File: src/rtl/kpd_pkg.sv
// Shared types and constants of the keyboard packet decoder.
package kpd_pkg;

	// Protocol bytes
	localparam logic [7:0] SYNC_BYTE     = 8'hFF;
	localparam logic [7:0] CMD_SWITCH    = 8'h11;
	localparam logic [7:0] CMD_PTZ       = 8'h21;
	localparam logic [7:0] CMD_REGISTER  = 8'h41;
	localparam logic [7:0] ZOOM_IN_CODE  = 8'h40;
	localparam logic [7:0] ZOOM_OUT_CODE = 8'h80;

	// Packet byte positions
	localparam logic [2:0] POS_HUNT  = 3'd0;
	localparam logic [2:0] POS_CMD   = 3'd2;
	localparam logic [2:0] POS_B3    = 3'd3;
	localparam logic [2:0] POS_CAM   = 3'd4;
	localparam logic [2:0] POS_B5    = 3'd5;
	localparam logic [2:0] POS_B6    = 3'd6;
	localparam logic [2:0] POS_LAST  = 3'd7;

	// Flag bit positions in ptz_flags
	localparam int FLAG_STOP    = 0;
	localparam int FLAG_ZOOMIN  = 1;
	localparam int FLAG_ZOOMOUT = 2;
	localparam int FLAG_LEFT    = 3;
	localparam int FLAG_RIGHT   = 4;
	localparam int FLAG_UP      = 5;
	localparam int FLAG_DOWN    = 6;

	typedef enum logic [1:0] {
		KIND_SWITCH  = 2'd0,
		KIND_PTZ     = 2'd1,
		KIND_UNKNOWN = 2'd2
	} kind_t;

	// Decoded message, compared as a whole against the last posted one
	typedef struct packed {
		kind_t      kind;
		logic [7:0] camera;
		logic [7:0] monitor;
		logic [6:0] flags;
		logic [6:0] pan;
		logic [6:0] tilt;
	} msg_t;

	// Queue entry carried from front to back
	typedef struct packed {
		msg_t msg;
		logic confirm;
	} entry_t;

	// Queue status seen by both sides
	typedef struct packed {
		logic full;
		logic empty;
	} q_status_t;

endpackage

File: src/rtl/keyboard_packet_decoder_core.sv
// Keyboard packet decoder: top level joining front, queue and back.
// Throughput: one rx byte per cycle while rx_stall is low; an 8-byte packet yields at most one message.
// Accepting packet byte 7 writes its entry into the queue; the back end pops it into the output register.
// The queue of QUEUE_DEPTH entries lets framing continue while msg_stall holds.
// Reset (arst_n low, asynchronous) returns to sync hunt, empties the queue,
// drops the output and forgets the last posted message.
module keyboard_packet_decoder_core #(
	parameter int QUEUE_DEPTH = 2
) (
	input  logic       clk,
	input  logic       arst_n,
	input  logic       rx_valid,
	output logic       rx_stall,
	input  logic [7:0] rx_byte,
	output logic       msg_valid,
	input  logic       msg_stall,
	output logic [1:0] msg_kind,
	output logic [7:0] camera,
	output logic [7:0] monitor,
	output logic [6:0] ptz_flags,
	output logic [6:0] pan_step,
	output logic [6:0] tilt_step,
	output logic       new_message,
	output logic       send_confirm
);

	kpd_pkg::q_status_t q_status;
	kpd_pkg::entry_t    push_entry;
	kpd_pkg::entry_t    head;
	kpd_pkg::entry_t    out_entry;
	logic               push;
	logic               pop;

	kpd_front u_front (
		.clk        (clk),
		.arst_n     (arst_n),
		.rx_valid   (rx_valid),
		.rx_stall   (rx_stall),
		.rx_byte    (rx_byte),
		.q_status   (q_status),
		.push       (push),
		.push_entry (push_entry)
	);

	kpd_queue #(
		.DEPTH (QUEUE_DEPTH)
	) u_queue (
		.clk        (clk),
		.arst_n     (arst_n),
		.push       (push),
		.push_entry (push_entry),
		.pop        (pop),
		.head       (head),
		.status     (q_status)
	);

	kpd_back u_back (
		.clk       (clk),
		.arst_n    (arst_n),
		.q_status  (q_status),
		.head      (head),
		.pop       (pop),
		.msg_valid (msg_valid),
		.msg_stall (msg_stall),
		.out_entry (out_entry),
		.out_new   (new_message)
	);

	// Unpack the output entry onto the ports
	assign msg_kind     = out_entry.msg.kind;
	assign camera       = out_entry.msg.camera;
	assign monitor      = out_entry.msg.monitor;
	assign ptz_flags    = out_entry.msg.flags;
	assign pan_step     = out_entry.msg.pan;
	assign tilt_step    = out_entry.msg.tilt;
	assign send_confirm = out_entry.confirm;

endmodule

File: src/rtl/kpd_front.sv
// Front end: frames packets from the byte stream and decodes completed ones.
module kpd_front (
	input  logic               clk,
	input  logic               arst_n,
	input  logic               rx_valid,
	output logic               rx_stall,
	input  logic [7:0]         rx_byte,
	input  kpd_pkg::q_status_t q_status,
	output logic               push,
	output kpd_pkg::entry_t    push_entry
);

	logic [2:0] pos_q;
	logic [7:0] cmd_q;
	logic [7:0] b3_q;
	logic [7:0] cam_q;
	logic [7:0] b5_q;
	logic [7:0] b6_q;
	logic       accept;
	logic [6:0] pan;
	logic [6:0] tilt;
	logic [6:0] flags;

	// Hold the last byte only while the queue is full
	assign rx_stall = (pos_q == kpd_pkg::POS_LAST) && q_status.full;
	assign accept   = rx_valid && !rx_stall;
	assign push     = accept && (pos_q == kpd_pkg::POS_LAST);

	// Advance the byte position: hunt for sync, then count seven bytes
	always_ff @(posedge clk or negedge arst_n) begin
		if (!arst_n) begin
			pos_q <= kpd_pkg::POS_HUNT;
		end else if (accept) begin
			if (pos_q == kpd_pkg::POS_HUNT) begin
				if (rx_byte == kpd_pkg::SYNC_BYTE) begin
					pos_q <= 3'd1;
				end
			end else if (pos_q == kpd_pkg::POS_LAST) begin
				pos_q <= kpd_pkg::POS_HUNT;
			end else begin
				pos_q <= pos_q + 3'd1;
			end
		end
	end

	// Capture packet bytes 2 to 6
	always_ff @(posedge clk) begin
		if (accept) begin
			if (pos_q == kpd_pkg::POS_CMD) cmd_q <= rx_byte;
			if (pos_q == kpd_pkg::POS_B3)  b3_q  <= rx_byte;
			if (pos_q == kpd_pkg::POS_CAM) cam_q <= rx_byte;
			if (pos_q == kpd_pkg::POS_B5)  b5_q  <= rx_byte;
			if (pos_q == kpd_pkg::POS_B6)  b6_q  <= rx_byte;
		end
	end

	// Decode pan/tilt/zoom fields
	assign pan  = b5_q[6:0];
	assign tilt = b6_q[6:0];

	always_comb begin
		flags = '0;
		flags[kpd_pkg::FLAG_STOP]    = (b3_q == 8'd0) && (b5_q == 8'd0) && (b6_q == 8'd0);
		flags[kpd_pkg::FLAG_ZOOMIN]  = (b3_q == kpd_pkg::ZOOM_IN_CODE);
		flags[kpd_pkg::FLAG_ZOOMOUT] = (b3_q == kpd_pkg::ZOOM_OUT_CODE);
		flags[kpd_pkg::FLAG_LEFT]    = (pan != 7'd0) && !b5_q[7];
		flags[kpd_pkg::FLAG_RIGHT]   = (pan != 7'd0) && b5_q[7];
		flags[kpd_pkg::FLAG_UP]      = (tilt != 7'd0) && !b6_q[7];
		flags[kpd_pkg::FLAG_DOWN]    = (tilt != 7'd0) && b6_q[7];
	end

	// Build the queue entry by command
	always_comb begin
		push_entry             = '0;
		push_entry.msg.camera  = cam_q;
		push_entry.confirm     = (cmd_q == kpd_pkg::CMD_REGISTER);
		if (cmd_q == kpd_pkg::CMD_SWITCH) begin
			push_entry.msg.kind    = kpd_pkg::KIND_SWITCH;
			push_entry.msg.monitor = b5_q;
		end else if (cmd_q == kpd_pkg::CMD_PTZ) begin
			push_entry.msg.kind  = kpd_pkg::KIND_PTZ;
			push_entry.msg.flags = flags;
			push_entry.msg.pan   = pan;
			push_entry.msg.tilt  = tilt;
		end else begin
			push_entry.msg.kind = kpd_pkg::KIND_UNKNOWN;
		end
	end

endmodule

File: src/rtl/kpd_queue.sv
// Short register queue between the decoder front and back.
module kpd_queue #(
	parameter int DEPTH = 2
) (
	input  logic               clk,
	input  logic               arst_n,
	input  logic               push,
	input  kpd_pkg::entry_t    push_entry,
	input  logic               pop,
	output kpd_pkg::entry_t    head,
	output kpd_pkg::q_status_t status
);

	localparam int PW = (DEPTH > 1) ? $clog2(DEPTH) : 1;
	localparam int CW = $clog2(DEPTH + 1);
	localparam logic [PW-1:0] LAST_PTR  = PW'(DEPTH - 1);
	localparam logic [CW-1:0] DEPTH_CNT = CW'(DEPTH);

	kpd_pkg::entry_t mem_q [DEPTH];
	logic [PW-1:0]   wr_ptr_q;
	logic [PW-1:0]   rd_ptr_q;
	logic [CW-1:0]   count_q;
	logic            do_push;
	logic            do_pop;

	assign status.full  = (count_q == DEPTH_CNT);
	assign status.empty = (count_q == '0);
	assign do_push      = push && !status.full;
	assign do_pop       = pop && !status.empty;
	assign head         = mem_q[rd_ptr_q];

	// Store the pushed entry
	always_ff @(posedge clk) begin
		if (do_push) begin
			mem_q[wr_ptr_q] <= push_entry;
		end
	end

	// Advance pointers and count
	always_ff @(posedge clk or negedge arst_n) begin
		if (!arst_n) begin
			wr_ptr_q <= '0;
			rd_ptr_q <= '0;
			count_q  <= '0;
		end else begin
			if (do_push) begin
				wr_ptr_q <= (wr_ptr_q == LAST_PTR) ? '0 : wr_ptr_q + PW'(1);
			end
			if (do_pop) begin
				rd_ptr_q <= (rd_ptr_q == LAST_PTR) ? '0 : rd_ptr_q + PW'(1);
			end
			if (do_push && !do_pop) begin
				count_q <= count_q + CW'(1);
			end else if (do_pop && !do_push) begin
				count_q <= count_q - CW'(1);
			end
		end
	end

endmodule

File: src/rtl/kpd_back.sv
// Back end: marks repeated messages and drives the output register.
module kpd_back (
	input  logic               clk,
	input  logic               arst_n,
	input  kpd_pkg::q_status_t q_status,
	input  kpd_pkg::entry_t    head,
	output logic               pop,
	output logic               msg_valid,
	input  logic               msg_stall,
	output kpd_pkg::entry_t    out_entry,
	output logic               out_new
);

	logic            out_valid_q;
	kpd_pkg::entry_t out_entry_q;
	logic            out_new_q;
	kpd_pkg::msg_t   last_q;
	logic            last_valid_q;
	logic            is_new;

	// Take the next entry when the output register is free or being drained
	assign pop    = !q_status.empty && (!out_valid_q || !msg_stall);
	assign is_new = !last_valid_q || (head.msg != last_q);

	// Track output valid and the last posted message
	always_ff @(posedge clk or negedge arst_n) begin
		if (!arst_n) begin
			out_valid_q  <= 1'b0;
			last_valid_q <= 1'b0;
			last_q       <= '0;
		end else begin
			if (pop) begin
				out_valid_q <= 1'b1;
			end else if (!msg_stall) begin
				out_valid_q <= 1'b0;
			end
			if (pop && is_new) begin
				last_q       <= head.msg;
				last_valid_q <= 1'b1;
			end
		end
	end

	// Load the output payload
	always_ff @(posedge clk) begin
		if (pop) begin
			out_entry_q <= head;
			out_new_q   <= is_new;
		end
	end

	assign msg_valid = out_valid_q;
	assign out_entry = out_entry_q;
	assign out_new   = out_new_q;

endmodule

File: config.mk
export PLATFORM = sky130hd
export DESIGN_NAME = keyboard_packet_decoder_core
export DESIGN_NICKNAME = d
export VERILOG_FILES = /design/src/rtl/kpd_pkg.sv /design/src/rtl/keyboard_packet_decoder_core.sv /design/src/rtl/kpd_front.sv /design/src/rtl/kpd_queue.sv /design/src/rtl/kpd_back.sv
export SDC_FILE = /design/constraint.sdc
export NUM_CORES = 1
export LEC_CHECK = 0
export BUFFER_PORTS_ARGS = -buffer_cell sky130_fd_sc_hd__buf_2
export CORE_UTILIZATION = 60
export DETAILED_ROUTE_END_ITERATION = 7
export MAX_ROUTING_LAYER = met4
export PLACE_DENSITY = 0.76
export SYNTH_ARGS = -nofsm -noshare
export SYNTH_HDL_FRONTEND = slang
export SYNTH_HIERARCHICAL = 1
export SYNTH_SLANG_ARGS = --single-unit
File: constraint.sdc
create_clock -name clk -period 4.4 [get_ports clk]
set_input_delay 0.88 -clock clk [delete_from_list [all_inputs] [get_ports clk]]
set_output_delay 0.88 -clock clk [all_outputs]
set_load 0.02 [all_outputs]
# Word level (Yosys, flattened, before mapping)
# Memory sizes are Yosys's and may differ from the RTL's.
# Index checks and enable logic that the tools add are counted.
dict set report classes {
  add_sub_neg 5
  n_mul 0
  div 0
  n_lt_le_gt_ge 0
  n_eq_ne 16
  shifts 0
  muxes 16
  bitwise 0
  n_reduce_logical 41
}
# op count
set op_table {}
lappend op_table {{$mux W21} 2}
lappend op_table {{$ne A39 B39 Y1} 1}
lappend op_table {{$logic_not A8 Y1} 3}
lappend op_table {{$eq A8 B7 Y1 const B} 2}
lappend op_table {{$eq A8 B8 Y1 const B} 2}
lappend op_table {{$logic_and A1 B1 Y1} 15}
lappend op_table {{$reduce_bool A7 Y1} 2}
lappend op_table {{$eq A3 B3 Y1 const B} 4}
lappend op_table {{$reduce_and A2 Y1} 6}
lappend op_table {{$logic_not A1 Y1} 10}
lappend op_table {{$mux W3} 3}
lappend op_table {{$eq A8 B5 Y1 const B} 1}
lappend op_table {{$eq A8 B6 Y1 const B} 1}
lappend op_table {{$mux W2} 4}
lappend op_table {{$mux W8} 1}
lappend op_table {{$eq A3 B2 Y1 const B} 2}
lappend op_table {{$mux W1} 6}
lappend op_table {{$add A3 B1 Y3 const B} 1}
lappend op_table {{$logic_not A3 Y1} 1}
lappend op_table {{$add A1 B1 Y1 const B} 2}
lappend op_table {{$add A2 B1 Y2 const B} 1}
lappend op_table {{$eq A2 B2 Y1 const B} 1}
lappend op_table {{$logic_not A2 Y1} 1}
lappend op_table {{$logic_or A1 B1 Y1} 2}
lappend op_table {{4 further kinds} 4}
dict set report totals {
  ff_bits 129
  latchBits 0
  ram_bits 80
  mem_bits_ro 0
  input_bits 12
  out_inout_bits 43
  elab_cells 104
  n_memories 1
}
# memory depth width rd rd_clocked_by_memory_dff wr line
set memory_table {}
lappend memory_table {u_queue.mem_q 2 40 1 0 1 kpd_queue.sv:19} ;# kpd_pkg::entry_t mem_q [DEPTH];

# Longest topological paths before layout
dict set report logic_depth {
  ltp_word 10
  depth_mapped 10
  depth_no_buf 10
}

# Cells and area by module
# Netlist, hierarchy kept.
# module n_inst cells_per_inst area_per_inst_um2 seq_area_each_um2
set by_module_without_submodules {}
lappend by_module_without_submodules {kpd_queue 1 144 3286.9 2502.4}
lappend by_module_without_submodules {kpd_back 1 184 3230.6 2257.2}
lappend by_module_without_submodules {kpd_front 1 122 1800.5 1276.2}

# Worst setup path after synthesis
# No wires, ideal clock.
dict set report synth_path {
  kind {input to register}
  from {in rx_valid}
  to {mem u_queue/mem_q[0][0] in the netlist's numbering, enable pin}
  setup_time_ns 0.437
  t_arrival_ns 3.223
  required_ns 3.963
  path_slack_ns 0.740
  stages 4
  path_buffers 0
  path_cell_list {a21boi_1 > and2_1 > nand2_1 > nor2_1}
}
dict set report synth_between {
  elab_chain_len 5
}
# item line
set synth_lines {}
lappend synth_lines {{start, declared} keyboard_packet_decoder_core.sv:12} ;# input logic rx_valid,
lappend synth_lines {{$logic_and A1 B1 Y1} kpd_front.sv:26} ;# assign accept = rx_valid && !rx_stall;
lappend synth_lines {{$logic_and A1 B1 Y1} kpd_front.sv:27} ;# assign push = accept && (pos_q == kpd_pkg::POS_LAST);
lappend synth_lines {{via push} keyboard_packet_decoder_core.sv:31} ;# logic push;
lappend synth_lines {{$logic_and A1 B1 Y1} kpd_queue.sv:28} ;# assign do_push = push && !status.full;
lappend synth_lines {{$mux W1} kpd_queue.sv:34} ;# if (do_push) begin
lappend synth_lines {{$mux W1 (not written as such)} kpd_queue.sv:35} ;# mem_q[wr_ptr_q] <= push_entry;
lappend synth_lines {{end, declared} kpd_queue.sv:19}
# The timed path passes the listed nets, and every way through them passes these cells.

==> run metrics <==
status complete, no violations; internal power about 0.0047 W; Async SR Flop Fraction 22.97%; DIE WIDTH 119.7 um; initial antenna violation count 0; R2R setup slack ~0.90 ns; clock sinks 209; Warnings, synthesis 6; synthesized area between 8000 and 9000 um2; #FFs+latches synth approximately 210; max cap viols 0; clock-pin slew on the worst setup and hold paths approximately 0.06 ns; Net Count, Synth approximately 470; Die Y ~120 um; Rows between 40 and 50; DRC violations left 0; dpl hpwl just over 9000 um; Seq pwr share 45.2%; Worst Setup EP u_back/last_q[19]$_DFFE_PN0P_; PD cells just over 700 nW/um2; P_sw roughly 0.0020 W; Pleak around 3.5 nW; setup TNS 0 ns; switching fraction of total power 29.48%; number of flops mapped to enable cells by yosys approximately 160; htree depth 1; largest net degree at the start of global routing 43; final instance area between 9000 and 10,000 um2; Yosys top cell area share 58.12%; first drt pass iteration count 4; WL final 13,770 um; delay of the slowest critical-path stage approximately 0.76 ns; RSZ-0062 raised after global routing no; worst r2r path cells 8; routed length per instance about 19 um; ANT cells 0; Slew @ Worst Pin ~0.9 ns; Worst setup EP type flop; Starting Density 62.07%; Skew-Pair Late Insertion Delay slightly below 0.5 ns; Synth area leaders edfxtp_1 58%, dfrtp_1 14%, mux2_4 8.8%, xnor2_1 4.4%, mux2_2 4.2%; Tcrit/Tclk final 79.65%; Yosys top cell by area edfxtp_1; die area 14,340 um2; Worst path slowest cell dfrtp_2; Clock power frac around 25%; gr usage total between 20% and 30%; share of layout cells above drive strength 1 33.64%; global route total overflow 0; Nets 540; final setup vio count 0; RD Place Congestion around 0.76; Comb pwr share around 30%; Final Max Slew Viols 0; CP Launch Type flop; Peak VDD IR around 0.47 mV; CTS tree built; most common flop cell mapped by yosys edfxtp_1; Final Hold Fails 0; vias in the first global route roughly 4.0k; Crit Reg-Reg Startpoint u_queue/rd_ptr_q$_DFFE_PN0P_; critical path peak fanout 25; IO Count 55; fmax about 290 MHz; core area approximately 13,000 um2; Worst setup startpoint u_queue/rd_ptr_q$_DFFE_PN0P_; Area Growth Syn to Fin 13.34%; Cells after Synth 450; DR vias/cell about 5.5; first-pass GRT wire length 21,580 um; total CTS buffers 20; Post-DRT Antenna Nets 0; Worst EP arrival between 3 and 4 ns; dpl cell area just under 9000 um2; slew margin rel. 38.48%; unique cell type count in the Yosys netlist 37; CP required 4.77 ns; routed vias between 3k and 4k; post-cts sizing count 0; syn_area_per_cell between 15 and 20 um2; r2r endpoint u_back/last_q[19]$_DFFE_PN0P_; critical path type reg2reg; worst-path cell chain buf_12 > mux2_4 > xnor2_1 > nand4_1 > nor4_2 > a31oi_4 > buf_4 > mux2_4; Top cell by count, worst path mux2_4; Hold Path Class in2async; clock root buffer clkbuf_16; register area share after synthesis between 70% and 80%; Iteration-0 DRC Markers 284; Max clock buf depth 3; Final Skew about 0.010 ns; Buffers on Ports 54; CTS Hold Bufs 0; final period demand of the worst path between 3 and 4 ns; postcts setup bufs 0
[layout make-up]
cell class	instances	area, um2
Multi-Input combinational cell	223	2148
Sequential cell	209	6037
Clock inverter	6	78.83
Fill cell	850	3973
Timing Repair Buffer	60	327.8
Tap cell	176	220.2
Clock buffer	30	589.3
Inverter	7	26.28
[sequential cells by signal, indices dropped and copies added (netlist names)]
signal               flops
u_front/cmd_q            8
u_front/cam_q            8
u_front/b6_q             8
u_front/pos_q            3
u_back/last_valid_q      1
u_back/out_entry        40
u_front/b5_q             8
u_queue/count_q          2
u_queue/mem_q           80
u_back/msg_valid         1
u_back/out_new           1
u_front/b3_q             8
u_queue/wr_ptr_q         1
u_back/last_q           39
u_queue/rd_ptr_q         1
[critical path: cells and delay by family (launching register included)]
kind                      cells  cell delay (ns)
and+or+nand+nor               2             0.65
buffers and inverters         2             0.67
muxes                         2             0.67
xor gates and xnor gates      1             0.18
DFF                           1             0.76
AOI/OAI and AO/OA             1             0.42
[cell usage after synthesis, drive strengths merged (2+ instances only)]
library cell  number
inv                7
and2              25
mux2              80
dfrtp             48
nor3b              5
nor3               2
xnor2             42
ha                 7
and3               8
nand2b             2
a21oi              3
nand4             12
xor2               2
nor4               7
edfxtp           161
nor2               9
buf               10
nand3              2
o21ai              2
nand2              8
[per-stage QoR]
step | hold slack (ns) | setup slack (ns) | std cells | total power (W) | utilization (%)
floorplan | 0.4215 | 0.7402 | 450 | 0.004600 | -
global placement | 0.4298 | 0.9553 | 675 | 0.004977 | 65.37
detailed placement | 0.4338 | 0.9070 | 675 | 0.005057 | 65.37
CTS | 0.3569 | 0.8881 | 711 | 0.006788 | 70.35
global route | 0.3875 | 0.6902 | 711 | 0.007016 | 70.35
finish | 0.3534 | 0.8952 | 711 | 0.006726 | 70.35
[kinds of logic (layout without fill, tap and decap cells)]
kind of cell / count (synthesis) / after routing / synth area share, %
buf+inv: 18 / 103 / 1.880
flops: 209 / 209 / 72.56
simple gates: 84 / 84 / 6.243
fa+ha+maj: 7 / 7 / 1.053
compound gates: 7 / 7 / 0.4662
xor+xnor: 44 / 44 / 4.633
mux: 81 / 81 / 13.16
[metal layers]
metal	wire length, um	part of all wire [%]	track usage, %	vias up
met2	6731	49	32.44	108
met3	685	5.0	2.947	22
met5	0	0	-	-
met4	200	1.5	5.469	0
li1	-	-	-	1819
met1	6151	45	28.69	1987
[cell usage in the layout (no fill, tap or decap), drive strengths merged, types with 3 or more instances in the layout]
cell type,instances
mux2,80
nand2,8
clkbuf,30
inv,7
clkinv,4
nor4,7
a21oi,3
xnor2,42
nand4,12
ha,7
buf,60
edfxtp,161
nor3b,5
and2,25
dfrtp,48
nor2,9
and3,8
[how the worst min path moves through the flow]
stage,from,to,cells after the start
after detailed placement,u_front/cam_q[2]$_DFFE_PP_,u_queue/mem_q[0][32]$_DFFE_PP_,0
after CTS,arst_n,u_back/last_q[20]$_DFFE_PN0P_,1
after global placement,u_front/cam_q[6]$_DFFE_PP_,u_queue/mem_q[0][36]$_DFFE_PP_,0
after floorplan,u_front/cam_q[0]$_DFFE_PP_,u_queue/mem_q[0][30]$_DFFE_PP_,0
final,arst_n,u_back/last_q[8]$_DFFE_PN0P_,1
after global routing,arst_n,u_back/last_q[22]$_DFFE_PN0P_,1
[power by group through the flow]
| stage | sequential [W] | combinational, W | clock (W) |
|---|---|---|---|
| after detailed placement | 0.00307 | 0.00199 | 0 |
| after global placement | 0.00304 | 0.00193 | 0 |
| after CTS | 0.00304 | 0.00200 | 0.00174 |
| after global routing | 0.00309 | 0.00212 | 0.00180 |
| after floorplan | 0.00320 | 0.00140 | 0 |
| final | 0.00304 | 0.00198 | 0.00171 |
No activity file was read; power rests on OpenSTA's default activity.
